### src/rtl/tbl_ram.sv
// ----------------------------------------------------------------------------
// tbl_ram
// Generic single-port RAM with registered read.
// ----------------------------------------------------------------------------
module tbl_ram #(
   parameter int WIDTH = 8,
   parameter int DEPTH = 64
) (
   input  logic                                         clock,
   input  logic                                         wr_en,
   input  logic [((DEPTH > 1) ? $clog2(DEPTH) : 1)-1:0] addr,
   input  logic [WIDTH-1:0]                             wr_data,
   output logic [WIDTH-1:0]                             rd_data
);
   logic [WIDTH-1:0] mem_ff [DEPTH];
   logic [WIDTH-1:0] rd_ff;

   always_ff @(posedge clock) begin
      if (wr_en) begin
         mem_ff[addr] <= wr_data;
      end
      rd_ff <= mem_ff[addr];
   end

   assign rd_data = rd_ff;
endmodule

### config.mk
export PLATFORM = sky130hd
export DESIGN_NAME = tbl_ram
export DESIGN_NICKNAME = d
export VERILOG_FILES = /design/src/rtl/tbl_ram.sv
export SDC_FILE = /design/constraint.sdc
export NUM_CORES = 1
export LEC_CHECK = 0
export BUFFER_PORTS_ARGS = -buffer_cell sky130_fd_sc_hd__buf_4
export CAP_MARGIN = 30
export CORE_MARGIN = 1.5
export CORE_UTILIZATION = 50
export CTS_CLUSTER_SIZE = 30
export DETAILED_ROUTE_END_ITERATION = 7
export PLACE_DENSITY_LB_ADDON = 0.05
export SLEW_MARGIN = 0
export SYNTH_ARGS = -nofsm -noshare
export SYNTH_HDL_FRONTEND = slang
export SYNTH_SLANG_ARGS = --single-unit
### constraint.sdc
create_clock -name clock -period 6.6 [get_ports clock]
set_input_delay 1.32 -clock clock [delete_from_list [all_inputs] [get_ports clock]]
set_output_delay 1.32 -clock clock [all_outputs]
set_load 0.02 [all_outputs]
==> qor.yml, run 1 <==
p_per_area_nw_per_um2: 300.6
synth_top_area_share: 0.7518
crit_type: "in -> reg"
cp.required_ns: 6.81
die_y_um: 205.2
layout.area.seq_um2: 15530
n_fill_cell: 3105
dpl_cell_area_um2: 21070
cp-start-kind: "primary input"
stdcell_area_um2: 22620
cts_tree: "built"
die_area_um2: 42120
syn_area_um2: 20450
max-clock-path-buffers: 3
yosysSeqAreaShare: 0.7597
design.core.area_um2: 40010
netlist-cell-type-count: 56
synth_area_leaders: "edfxtp_1 (75%), mux4_2 (4.5%), mux2i_1 (3.1%)"
rsz0062_at_grt: "no"
fin_nets: 1205
place_ws_ns: 1.894
synth_edf_count: 512
postCtsResizedCells: 0
vias: 11370
synth_fp_nets: 1187
area_growth_pct: 10.60
syn_avg_cell_area_um2: 17.46
antenna_cells: 0
routabilityCongestion: 0.8606
setup_violations: 0
startpoint: "addr[0]"
grt_pass1_vias: 11070
insertion_delay_ns: 0.59
hold_buffers: 0
timing.fmax_mhz: 238.0
drc: 0
worst_slack_ns: 2.398
maxCapViolCount: 0
critPathCapture: "mem_ff[4][4]$_DFFE_PP_"
rr_startpoint: "mem_ff[18][6]$_DFFE_PP_"
slew_headroom: 0.3120
avgRoutedWirePerCell_um: 31.27
status: "finished, final reports clean"
syn_inst: 1171
io_buffers: 23
cts_root_buf: "clkbuf_16"
cts.sinks: 520
fin_skew_ns: 0.01043
p_leak_nw: 7.188
numCtsBuffers: 52
grt-ovfl-total: 0
ir_drop_uv: 203.8
fin_setup_tns_ns: 0
dp_hpwl_mm: 32.55
finalMaxSlewViolations: 0
dr.pass1.iters: 7
die_x_um: 205.2
via_per_inst: 6.485
power_mw: 6.799
drive_gt1_frac: 0.1352
synth-seq-cells: 520
yosysWarnings: 0
r2r_setup_slack_ns: 4.35
crit_arrival_ns: 4.42
synthArstFlopShare: 0
grt_pass1_wl_mm: 79.27
htreeDepth: 2
finalHoldViolCount: 0
ant_nets: 0
worstMarginPinSlew_ns: 1.028
synth_ff_type: "edfxtp_1"
initial_core_util: 0.5112
grt_start_max_net_pins: 75
antenna_found_initial: 0
num_rows: 73
cts.repair_timing.setup_buffer_count: 0
drt_iter0_markers: 1446
finalWorstPathRequiredPeriod_ns: 4.202
wl_mm: 54.81
multi_input_area_um2: 4514
rr_endpoint: "rd_data[6]$_DFF_P_"
end_kind: "flop"
synth_top_area_cell: "edfxtp_1"
clkSlewWorstSetupHoldPaths_ns: 0.06
r2r_cells: 5
ios: 24
grt.total_usage: 0.2673
finalCritPeriodShare: 0.6367
hp-class: "reg -> reg"
cp_max_fo: 44
[state kept, by name, summed over array words and instances, names as in the netlist]
name     count
mem_ff     512
rd_data      8
[per-stage QoR]
| step | utilization | cells | hold slack (ns) |
|---|---|---|---|
| 2_1_floorplan | - | 1171 | 0.5627 |
| 3_3_place_gp | 0.5258 | 1657 | 0.6196 |
| 3_5_place_dp | 0.5267 | 1659 | 0.6329 |
| 4_1_cts | 0.5652 | 1752 | 0.6460 |
| 5_1_grt | 0.5654 | 1753 | 0.6927 |
| 6_report | 0.5654 | 1753 | 0.6475 |
[worst min-delay path by stage]
stage | startpoint | endpoint | slack, ns | cells after the start
after detailed placement | mem_ff[43][6]$_DFFE_PP_ | rd_data[6]$_DFF_P_ | 0.63 | 3
after global placement | mem_ff[43][6]$_DFFE_PP_ | rd_data[6]$_DFF_P_ | 0.62 | 3
final | mem_ff[43][6]$_DFFE_PP_ | rd_data[6]$_DFF_P_ | 0.65 | 3
after global routing | mem_ff[43][6]$_DFFE_PP_ | rd_data[6]$_DFF_P_ | 0.69 | 3
after floorplan | mem_ff[3][0]$_DFFE_PP_ | rd_data[0]$_DFF_P_ | 0.56 | 3
after CTS | mem_ff[43][6]$_DFFE_PP_ | rd_data[6]$_DFF_P_ | 0.65 | 3
[layout make-up]
type                    count  area share
multi-input cells         567      0.1996
inverters                   3   0.0004979
clock inverters            27    0.007247
flip-flops and latches    520      0.6868
repair buffers             45     0.01599
clock buffers              66     0.06080
well taps                 525     0.02904
[layout by cell type, fill, tap and decap left out, drive strengths merged, types with 6 or more instances in the layout]
master	count
buf	45
nor2	82
clkinv	25
a21oi	28
nand2b	24
o2bb2ai	7
a31oi	15
edfxtp	512
nand3b	12
and4	6
a221o	11
o21ai	11
dfxtp	8
mux2i	63
nor2b	8
o22ai	22
a211oi	6
o221ai	9
and3	9
and2	10
nand3	8
a32oi	7
clkbuf	66
mux4	41
a22oi	40
nand2	45
o22a	11
mux2	12
a221oi	21
a22o	10
[worst max-delay path: stages]
cell and delay (ns):
buf_4 0.28, nor2_2 0.85, nand3_1 0.96, nor2_1 0.92
[routing by layer]
| layer | part of all wire | wire length (µm) | track usage |
|---|---|---|---|
| met1 | 0.44 | 24080 | 0.4118 |
| met2 | 0.45 | 24800 | 0.3959 |
| met3 | 0.081 | 4433 | 0.04340 |
| met4 | 0.027 | 1495 | 0.07560 |
| met5 | 0 | 0 | 0 |
[report_power, final]
group | total (mW) | internal, mW | switching (mW)
clock network | 2.74 | 1.54 | 1.20
registers | 3.67 | 3.66 | 0.0114
logic | 0.388 | 0.118 | 0.270
[logic make-up after synthesis]
group,synth area share
simple gates,0.05715
buf+inv,0.01982
flops,0.7597
mux,0.08260
compound gates,0.08076
[cell usage after synthesis, drive strengths merged, types with 9 or more instances]
master,instances
a221oi,21
a22o,10
nor2,82
mux2i,63
clkbuf,36
nand3b,12
and3,9
o22a,11
nand2b,24
o21ai,11
buf,45
and2,10
mux2,12
o221ai,9
edfxtp,512
o22ai,22
a21oi,28
a31oi,15
a22oi,40
a221o,11
mux4,41
nand2,45
Note: power is estimated with default switching activity, not from simulation.
==> run 2, diff against run 1 <==
Clock period 6.6 ns to 3.6 ns, I/O delays scaled along.
==> run 2 against run 1 <==
- routed wire length shrank 1.6%
- clock-buffer cell count grew 2
- register-to-register slack lost 2.9 ns
- worst hold slack gained 0.015 ns
- design area grew 3.7%
- combinational power grew 90%
- setup slack lost 1.7 ns
- first-iteration DRC count shrank 13%
- power grew 85%
- sequential share of layout area shrank 2.4 points
==> qor.yml, run 2 (synthesized netlist as in run 1, its figures left out) <==
status: "finished, final reports clean"
cp_max_fo: 16
via_per_inst: 6.152
cpPeakStageDelay_ns: 0.63
worstHoldPathCells: 3
die_y_um: 205.2
cts_root_buf: "clkbuf_16"
power_mw: 12.59
grt.total_usage: 0.2637
cp_num_cells: 8
timing.fmax_mhz: 341.3
finalCritPeriodShare: 0.8139
rr_endpoint: "rd_data[3]$_DFF_P_"
drive_gt1_frac: 0.2030
dp.cells: 1755
routabilityCongestion: 0.8600
maxCapViolCount: 0
insertion_delay_ns: 0.60
die_x_um: 205.2
layout_common_cells: "edfxtp_1 (512), buf_4 (134), nor2_1 (81), mux2i_1 (63), clkbuf_16 (55)"
grt-ovfl-total: 0
antenna_cells: 0
p_per_area_nw_per_um2: 536.9
antenna_found_initial: 0
crit_chain: "buf_4 > buf_12 > nand2b_1 > o22ai_1 > o31ai_1 > buf_4 > o2111ai_1 > or4b_1"
crit_family: "simple AND/OR/NAND/NOR gates"
end_kind: "flop"
die_area_um2: 42120
hp-class: "reg -> reg"
fin_skew_ns: 0.01707
ant_nets: 0
crit_type: "in -> reg"
cts.repair_timing.setup_buffer_count: 0
finalHoldViolCount: 0
p_leak_nw: 7.743
ir_drop_uv: 421.1
cp.required_ns: 4.07
max-clock-path-buffers: 3
clkSlewWorstSetupHoldPaths_ns: 0.06
dp_hpwl_mm: 33.63
drc: 0
setup_violations: 0
finalWorstPathRequiredPeriod_ns: 2.930
postCtsResizedCells: 0
initial_core_util: 0.5112
wl_mm: 53.96
numCtsBuffers: 53
critPathBufInv: 3
n_fill_cell: 3043
slew_headroom: 0.4005
grt_start_max_net_pins: 65
htreeDepth: 2
finalMaxSlewViolations: 0
grt_pass1_vias: 11160
num_rows: 73
r2r_cells: 5
rsz0062_at_grt: "no"
hold_buffers: 0
fin_cells: 1850
area_growth_pct: 14.68
rr_startpoint: "mem_ff[7][3]$_DFFE_PP_"
top_register: "mem_ff"
vias: 11380
crit_top_cell: "buf_4"
worstMarginPinSlew_ns: 0.8879
cts.sinks: 520
largest_register_ffs: 512
fin_nets: 1302
layout_commonest_cell: "edfxtp_1"
ios: 24
dr.pass1.iters: 7
grt_pass1_wl_mm: 77.94
drt_iter0_markers: 1257
fin_setup_tns_ns: 0
min_from: "mem_ff[3][2]$_DFFE_PP_"
design.core.area_um2: 40010
crit_slowest_cell: "nand2b_1"
io_buffers: 23
avgRoutedWirePerCell_um: 29.16
r2r_setup_slack_ns: 1.40
crit_arrival_ns: 3.40
cp-start-kind: "primary input"
cts_tree: "built"
multi_input_area_um2: 4514
whs_endpoint: "rd_data[2]$_DFF_P_"
layout.area.seq_um2: 15530
## run 2: changes by cell type in the layout (fill, tap and decap cells not counted)
cell | before | now
inv_1 | 2 | 3
clkbuf_16 | 53 | 55
clkinv_2 | 8 | 13
clkinv_1 | 17 | 10
inv_6 | 0 | 1
inv_2 | 1 | 0
buf_4 | 43 | 134
buf_16 | 1 | 0
buf_12 | 0 | 6
## run 2: worst max path at each step
stage	from	to	slack [ns]
global placement	addr[1]	rd_data[7]$_DFF_P_	0.15
floorplan	addr[1]	mem_ff[13][0]$_DFFE_PP_	0.78
CTS	addr[1]	rd_data[7]$_DFF_P_	0.72
global route	addr[1]	rd_data[7]$_DFF_P_	0.59
detailed placement	addr[1]	rd_data[7]$_DFF_P_	0.08
finish	addr[1]	rd_data[7]$_DFF_P_	0.67
## run 2: tightest hold or removal path: cells and delay by family, from the launching register on
| family | cells | cell delay [ns] |
|---|---|---|
| flip-flops | 1 | 0.32 |
| AND/OR/NAND/NOR | 1 | 0.09 |
| AO/OA/AOI/OAI | 2 | 0.22 |
## run 2: routing by layer
metal	track usage	up-vias	wire length, µm
met3	0.05337	90	3791
li1	-	4975	-
met5	0	-	0
met2	0.3982	433	24400
met4	0.08160	0	1658
met1	0.3887	5884	24110
## run 2: final cells by class
class                   instances  share of cell area
well taps                     525             0.02801
flip-flops and latches        520              0.6624
clock inverters                26            0.007309
repair buffers                141             0.04850
multi-input cells             567              0.1925
clock buffers                  68             0.06077
inverters                       3           0.0004802
## run 2: metrics by stage
step	utilization	hold slack (ns)	instance area, µm²	setup slack [ns]
final	0.5862	0.6626	23450	0.6701
after global routing	0.5862	0.7037	23450	0.5935
after CTS	0.5860	0.6624	23440	0.7222
after detailed placement	0.5461	0.6543	21850	0.07962
after global placement	0.5461	0.6694	21850	0.1511
after floorplan	-	0.5627	20450	0.7812
## run 2: power breakdown
group | internal, mW | total [mW] | switching [mW]
combinational | 0.249 | 0.737 | 0.489
clock | 2.92 | 5.13 | 2.21
sequential | 6.71 | 6.73 | 0.0211
total | 9.87 | 12.6 | 2.72
