`src/rtl/tbl_pkg.sv`:
```
// ----------------------------------------------------------------------------
// tbl_pkg
// Types and constants shared by the token bucket limiter.
// ----------------------------------------------------------------------------
package tbl_pkg;
   localparam int TABLE_ENTRIES = 64;
   localparam int SLOT_W = (TABLE_ENTRIES > 1) ? $clog2(TABLE_ENTRIES) : 1;
   localparam int COUNT_W = $clog2(TABLE_ENTRIES + 1);
   localparam logic [7:0] PROTO_ICMP = 8'd1;
   localparam logic [7:0] PROTO_TCP = 8'd6;
   localparam logic [7:0] PROTO_UDP = 8'd17;
   localparam logic [7:0] FLAG_SYN = 8'h02;
   localparam logic [7:0] FLAG_ACK = 8'h10;
   localparam logic [2:0] OUT_NOT_ELIGIBLE = 3'd0;
   localparam logic [2:0] OUT_NEW_BUCKET = 3'd1;
   localparam logic [2:0] OUT_SPENT = 3'd2;
   localparam logic [2:0] OUT_DROPPED = 3'd3;
   localparam logic [2:0] OUT_TABLE_FULL = 3'd4;
   localparam logic CSR_BURST = 1'b0;
   localparam logic CSR_NS = 1'b1;
   localparam int KEY_W = 104;
   localparam int ENTRY_W = KEY_W + 16 + 64;

   typedef struct packed {
      logic [31:0] src_address;
      logic [63:0] group_id;
      logic [7:0]  protocol;
      logic [7:0]  tcp_flag_bits;
      logic [63:0] timestamp_ns;
   } req_type;

   typedef struct packed {
      logic       allow;
      logic [2:0] outcome;
   } rsp_type;

   typedef struct packed {
      logic        start;
      logic [63:0] dividend;
      logic [31:0] divisor;
   } div_cmd_type;

   typedef struct packed {
      logic        done;
      logic [63:0] quotient;
   } div_sts_type;
endpackage

```
`src/rtl/tbl_divider.sv`:
```
// ----------------------------------------------------------------------------
// tbl_divider
// Restoring divider, 64 by 32 bits, one quotient bit per cycle.
// ----------------------------------------------------------------------------
module tbl_divider
   import tbl_pkg::*;
(
   input  logic        clock,
   input  logic        reset,
   input  div_cmd_type cmd,
   output div_sts_type sts
);
   logic        busy_ff, busy_in;
   logic        done_ff, done_in;
   logic [5:0]  cnt_ff, cnt_in;
   logic [63:0] quo_ff, quo_in;
   logic [31:0] rem_ff, rem_in;
   logic [31:0] dvs_ff, dvs_in;
   logic [32:0] trial;

   always_comb begin
      busy_in = busy_ff;
      done_in = 1'b0;
      cnt_in = cnt_ff;
      quo_in = quo_ff;
      rem_in = rem_ff;
      dvs_in = dvs_ff;
      trial = {rem_ff, quo_ff[63]};
      if (cmd.start) begin
         busy_in = 1'b1;
         cnt_in = '0;
         quo_in = cmd.dividend;
         rem_in = '0;
         dvs_in = cmd.divisor;
      end else if (busy_ff) begin
         if (trial >= {1'b0, dvs_ff}) begin
            rem_in = 32'(trial - {1'b0, dvs_ff});
            quo_in = {quo_ff[62:0], 1'b1};
         end else begin
            rem_in = trial[31:0];
            quo_in = {quo_ff[62:0], 1'b0};
         end
         cnt_in = cnt_ff + 6'd1;
         if (cnt_ff == 6'd63) begin
            busy_in = 1'b0;
            done_in = 1'b1;
         end
      end
   end

   always_ff @(posedge clock) begin
      if (reset) begin
         busy_ff <= 1'b0;
         done_ff <= 1'b0;
         cnt_ff <= '0;
      end else begin
         busy_ff <= busy_in;
         done_ff <= done_in;
         cnt_ff <= cnt_in;
      end
      quo_ff <= quo_in;
      rem_ff <= rem_in;
      dvs_ff <= dvs_in;
   end

   assign sts.done = done_ff;
   assign sts.quotient = quo_ff;
endmodule

```
`config.mk`:
```
export PLATFORM = sky130hd
export DESIGN_NAME = tbl_divider
export DESIGN_NICKNAME = d
export VERILOG_FILES = /design/src/rtl/tbl_pkg.sv /design/src/rtl/tbl_divider.sv
export SDC_FILE = /design/constraint.sdc
export NUM_CORES = 1
export LEC_CHECK = 0
export BUFFER_PORTS_ARGS = -buffer_cell sky130_fd_sc_hd__buf_2
export CAP_MARGIN = 40
export CORE_ASPECT_RATIO = 1.25
export CORE_UTILIZATION = 41
export CTS_CLUSTER_SIZE = 8
export DETAILED_ROUTE_END_ITERATION = 7
export GPL_ROUTABILITY_DRIVEN = 0
export PLACE_DENSITY = 0.65
export SLEW_MARGIN = 20
export SYNTH_ARGS = -nofsm -noshare
export SYNTH_HDL_FRONTEND = slang
export SYNTH_SLANG_ARGS = --single-unit
```
`constraint.sdc`:
```
create_clock -name clock -period 5.55 [get_ports clock]
set_clock_uncertainty 0.2 [all_clocks]
set_input_delay 1.11 -clock clock [delete_from_list [all_inputs] [get_ports clock]]
set_output_delay 1.11 -clock clock [all_outputs]
set_load 0.1 [all_outputs]
```
==> summary.txt, run 1 <==
Via density - 5.313
IO Pins - 164
Fmax - 277.2 MHz
Synth Register Bits - 136
Flop pwr share - 37.9%
Area Growth Syn to Fin - 20.95%
Lkg Pwr - 0.003929 uW
Comb pwr share - 27.5%
Final Slew Violations - 0
Die span in x - 122.9 um
Share of cells above drive strength 1 - 32.62%
Root Driver - clkbuf_16
Critical Path RT - 5.70 ns
Period Utilization, post-route - 65.00%
Reg-to-reg setup timing slack - 1.94 ns
Max transition margin - 53.53%
Core Area - 17630 sq um
Placed Area - 8473 sq um
HP Start - cnt_ff[5]$_SDFFE_PP0P_
Final design area excluding fillers - 9059 sq um
CTS Buffer Depth - 2
Unrepaired setup endpoints after global routing - false
Status - finished clean
Post-synthesis sequential area ratio - 49.18%
DRT Wirelength - 17560 um
Synth warn - 0
First-pass GRT wire length - 28640 um
Row cnt - 54
Setup Viol. Count Final - 0
CP endpoint kind - flop
Peak VDD IR - 0.0002072 V
Initial DRC count - 287
PwrDens - 362.2 nW/um^2
Final Critical Period - 3.607 ns
Antenna Nets Post-Route - 0
Post-synthesis compound-gate area fraction - 13.15%
Cells after Synth - 676
Synthesized-area fraction occupied by xor and xnor cells - 3.157%
Final Hold Viols - 0
Crit Path Class - reg -> reg
Post_cts resized - 0
Most frequent cells in the layout - 162 x buf_2, 96 x edfxtp_1, 63 x mux2_2, 58 x nor2_1, 51 x inv_1
Cell Area, Synth - 7490 sq um
Setup crit start - dvs_ff[1]$_DFFE_PP_
EDFF count, synth - 96
Unique masters post-synth - 67
Int Pwr - 2104 uW
Clock power frac - 34.6%
Max-cap violations - 0
Clock Latency Late Sink - 0.43 ns
Synth Area in Simple Gates - 11.04%
Post-Syn Area per Cell - 11.08 sq um
Hold Path Class - reg -> reg
Sw frac - 35.86%
Wire per inst - 16.50 um
Hold Buf Count CTS - 0
Syn Nets - 809
Most common cell after layout, fill and taps aside - buf_2
Worst-path clk slew - 0.06 ns
Post-CTS Setup Bufs - 0
Port-buffer cells - 163
Mux cell area share after synthesis - 12.70%
First-pass DRT Iterations - 4
Setup TNS - 0 ns
Full die area - 18820 sq um
GRT overflow - 0
Worst-margin pin slew - 0.6970 ns
Area share of fa/ha/maj cells after synthesis - 5.780%
Inserted Clock Buffers - 17
Final net count - 960
DPL Wire Length - 12550 um
Critical Path Source Type - flop
Initial antenna violation count - 0
Psw - 1177 uW
Global-route usage over all layers - 19.85%
H-tree depth - 4
Pin count of the biggest net entering global routing - 137
DRC errors left - 0
FF-to-FF Start - dvs_ff[1]$_DFFE_PP_
CTS tree - built
Sink Count - 136
Worst-path fanout max - 32
Via count - 5653
Main combinational cell family by area after synthesis - compound AO/OA/AOI/OAI gates
# diodes - 0
Initial core utilization - 42.47%
Worst EP arrival - 3.76 ns
FFs w/ async S/R, synth - 0%
Die Y - 153.1 um
Ys flop type - edfxtp_1
Vias in the first global route - 5796
worst max-delay path: stages (launching register included):
cell and delay, ns:
edfxtp_1 0.41, inv_1 0.08, ha_1 0.23, nor2b_1 0.14, o31a_1 0.27, o2111ai_1 0.42, a211oi_2 0.16, o21bai_2 0.23
a21o_1 0.41, buf_4 0.49, mux2_1 0.37, o22ai_1 0.11
flip-flops by register name, summed over array words and instances (netlist names):
name / cells
quo_ff: 64
done_ff: 1
rem_ff: 32
busy_ff: 1
cnt_ff: 6
dvs_ff: 32
metal layers:
| metal | track usage [%] | up-vias | routed length [um] |
|---|---|---|---|
| li1 | - | 2817 | - |
| met1 | 23.25 | 2645 | 7524 |
| met2 | 33.12 | 169 | 8604 |
| met3 | 7.201 | 22 | 1165 |
| met4 | 6.678 | 0 | 267 |
| met5 | 0 | - | 0 |
power groups by stage:
stage	sequential (uW)	combinational, uW	clock (uW)
6_report	1240	903	1130
5_1_grt	1250	967	1210
4_1_cts	1240	908	1160
3_5_place_dp	1260	905	0
3_3_place_gp	1260	898	0
2_1_floorplan	1610	381	0
cells in the mapped netlist (6+ instances only):
cell       n  share of area [%]
nor3_1     9               0.60
mux2_2    63                9.5
o21ai_0   13               0.87
mux2i_1   23                3.1
nand4_1   10               0.84
dfxtp_1   40                 11
nand2_1   32                1.6
edfxtp_1  96                 38
xnor2_1   17                2.0
inv_1     52                2.6
a211oi_1  24                2.4
a21o_1    15                1.5
nand3_1   11               0.74
nor3b_1    6               0.60
xor2_1    10                1.2
nor2_1    58                2.9
clkbuf_1  21                1.1
a21oi_1   32                2.1
ha_1      33                5.5
logic make-up after synthesis:
group                    after synthesis
flip-flops                           136
adder cells (fa/ha/maj)               34
multiplexers                          87
AO/OA/AOI/OAI                        140
XOR/XNOR                              27
buffers and inverters                 88
AND/OR/NAND/NOR                      164
cell type report:
type	count	area, sq um
Clock inverter	12	128.9
Timing Repair Buffer	168	880.8
Tap cell	224	280.3
Sequential cell	136	3685
Inverter	52	195.2
Fill cell	1634	8576
Multi-Input combinational cell	452	3432
Clock buffer	20	456.7
path summary, 6_finish.rpt:
path / end / depth (start not counted)
worst min register to register: done_ff$_SDFF_PP0_ / 2
worst max register to register: rem_ff[1]$_SDFFE_PP0P_ / 11
worst max-delay path: rem_ff[1]$_SDFFE_PP0P_ / 11
worst min-delay path: done_ff$_SDFF_PP0_ / 2
per-stage QoR:
step                      hold WS (ns)  util [%]  total power [uW]  std cells  setup WS, ns
after floorplan                 0.2447         -              1991        676         2.131
after global placement          0.2674     47.94              2162       1031         2.030
after detailed placement        0.2710     48.05              2168       1032         1.954
after CTS                       0.2856     51.37              3311       1064         1.931
after global routing            0.3283     51.37              3428       1064         1.676
final                           0.2857     51.37              3281       1064         1.943
No activity file was read; power rests on OpenSTA's default activity.
==> run 2: changes to the inputs <==
ABC_AREA = 1   (was not set)
clock period = 3.77 ns   (was 5.55 ns; I/O delays follow)
==> summary.txt, run 2 <==
PwrDens - 463.2 nW/um^2
Setup Viol. Count Final - 0
FF-to-FF Start - dvs_ff[2]$_DFFE_PP_
Root Driver - clkbuf_16
Crit Path Class - reg -> reg
Global-route usage over all layers - 22.79%
Top post-synthesis cells by count - 496 x nand2_1, 172 x inv_1, 96 x edfxtp_1
Via density - 4.738
PnR Total Power - 4520 uW
Hold EP - rem_ff[19]$_SDFFE_PP0P_
Final Hold Viols - 0
Top reg by flops - quo_ff
Worst EP arrival - 2.85 ns
Cell Area, Synth - 8049 sq um
Pin count of the biggest net entering global routing - 65
Antenna Nets Post-Route - 0
Wire per inst - 14.19 um
Post-CTS Setup Bufs - 0
GR Util met3 - 5.813%
GRT overflow - 0
CP endpoint kind - flop
Die span in x - 127.3 um
Synth Register Bits - 136
Critical Path RT - 3.87 ns
Crit Reg-Reg Endpoint - rem_ff[17]$_SDFFE_PP0P_
Inserted Clock Buffers - 17
Critical Path Source Type - flop
Clock Latency Late Sink - 0.43 ns
Core Area - 18990 sq um
Final Critical Period - 2.741 ns
Post-synth top area share - 35.82%
Vias in the first global route - 7201
Period Utilization, post-route - 72.71%
Met1 GRT Util - 26.09%
Worst-path clk slew - 0.07 ns
Util after Layout - 51.39%
CTS Buffer Depth - 2
Max reg flops - 64
Ys flop type - edfxtp_1
Unique masters post-synth - 32
Syn Nets - 1238
Final net count - 1399
Fmax - 364.8 MHz
FFs w/ async S/R, synth - 0%
Area Growth Syn to Fin - 21.23%
Worst Reg-to-Reg Cells - 13
Met2 Track Usage GR - 40.54%
Most frequent cell after synthesis - nand2_1
Most frequent cells in the layout - 496 x nand2_1, 171 x inv_1, 162 x buf_2, 96 x edfxtp_1, 73 x nand3_1
Initial antenna violation count - 1
Peak VDD IR - 0.0003357 V
Full die area - 20200 sq um
Post-synthesis sequential area ratio - 45.76%
# diodes - 0
Die Y - 158.7 um
DRC errors left - 0
Busiest layer in global routing - met2
Initial core utilization - 42.39%
Hold Buf Count CTS - 0
Initial DRC count - 370
Sink Count - 136
H-tree depth - 4
Max-cap violations - 0
Row cnt - 56
HP Start - rem_ff[19]$_SDFFE_PP0P_
Regs by FF count - quo_ff x64, dvs_ff x32, rem_ff x32
Hold Crit Depth - 2
First-pass GRT wire length - 35510 um
Share of cells above drive strength 1 - 16.73%
Via count - 7296
First-pass DRT Iterations - 5
FILL cells - 1956
Final Hold Slack - 0.2696 ns
Setup TNS - 0 ns
Hold Path Class - reg -> reg
IO Pins - 164
Status - finished clean
Most common cell after layout, fill and taps aside - nand2_1
Unrepaired setup endpoints after global routing - false
Reg-to-reg setup timing slack - 1.03 ns
DPL Wire Length - 16200 um
Lkg Pwr - 0.005197 uW
DRT Wirelength - 21850 um
EDFF count, synth - 96
Max transition margin - 63.48%
Final Slew Violations - 0
Post-Syn Area per Cell - 7.284 sq um
CTS tree - built
Synth top area cells - edfxtp_1 36%, nand2_1 23%, dfxtp_1 9.9%
Post_cts resized - 0
Cells after Synth - 1105
Worst-path fanout max - 32
Leading area contributor after synthesis - edfxtp_1
Worst-margin pin slew - 0.5516 ns
Port-buffer cells - 163
Synth warn - 0
-- run 2: cell count changes in the layout (fill, tap and decap cells not counted), sizes merged, moves of 23 or more --
cell and delta:
nand2 +469, inv +119, mux2 -64, nand3 +63
a211oi -25, mux2i -23
-- run 2: worst max path at each step --
| stage | startpoint | to | slack, ns | cells past startpoint |
|---|---|---|---|---|
| 3_5_place_dp | dvs_ff[2]$_DFFE_PP_ | rem_ff[17]$_SDFFE_PP0P_ | 1.03 | 13 |
| 4_1_cts | dvs_ff[2]$_DFFE_PP_ | rem_ff[17]$_SDFFE_PP0P_ | 1.01 | 13 |
| 6_report | dvs_ff[2]$_DFFE_PP_ | rem_ff[17]$_SDFFE_PP0P_ | 1.03 | 13 |
| 2_1_floorplan | cmd[96] | quo_ff[0]$_DFFE_PP_ | 0.18 | 3 |
| 5_1_grt | dvs_ff[2]$_DFFE_PP_ | rem_ff[17]$_SDFFE_PP0P_ | 0.74 | 13 |
| 3_3_place_gp | rem_ff[23]$_SDFFE_PP0P_ | rem_ff[17]$_SDFFE_PP0P_ | 1.08 | 10 |
-- run 2: power by group --
group / internal, uW / switching [uW] / total [uW]
clock network: 1060 / 722 / 1780
registers: 1730 / 55.8 / 1780
logic: 179 / 776 / 955
total: 2970 / 1550 / 4520
-- run 2: stage by stage --
| step | std cells | instance area [sq um] | setup WS [ns] |
|---|---|---|---|
| global route | 1540 | 9758 | 0.7441 |
| finish | 1540 | 9758 | 1.029 |
| global placement | 1508 | 9141 | 1.078 |
| CTS | 1540 | 9758 | 1.011 |
| floorplan | 1105 | 8049 | 0.1841 |
| detailed placement | 1508 | 9141 | 1.030 |
-- run 2: layout make-up --
class / instances / area (sq um) / area share (%)
Tap cell: 261 / 326.6 / 3.347
Clock inverter: 14 / 187.7 / 1.923
Multi-Input combinational cell: 766 / 3571 / 36.59
Sequential cell: 136 / 3684 / 37.75
Timing Repair Buffer: 172 / 910.9 / 9.335
Clock buffer: 18 / 429.2 / 4.398
Inverter: 173 / 649.4 / 6.655
-- run 2: logic make-up after synthesis --
kind of cell | after synthesis | synth area share, %
AO/OA/AOI/OAI | 54 | 3.638
AND/OR/NAND/NOR | 664 | 33.79
XOR/XNOR | 14 | 1.523
flip-flops | 136 | 45.76
buffers and inverters | 203 | 9.902
adder cells (fa/ha/maj) | 34 | 5.379
-- run 2: per-layer routing --
metal / up-vias / part of all wire (%)
li1: 3760 / -
met1: 3273 / 42
met2: 218 / 49
met3: 43 / 6.6
met4: 2 / 2.8
met5: - / 0.046
-- run 2: worst max-delay path, cell delays in order (launching register included) --
cell and delay, ns:
edfxtp_1 0.32, inv_1 0.04, ha_1 0.39, nand2_1 0.18
nor2_1 0.19, nand3_1 0.11, nand3_2 0.13, nand2_2 0.07
nand2_2 0.07, nand2_2 0.21, nand2_4 0.39, nand2_1 0.13
nand3_1 0.10, o21ai_1 0.07
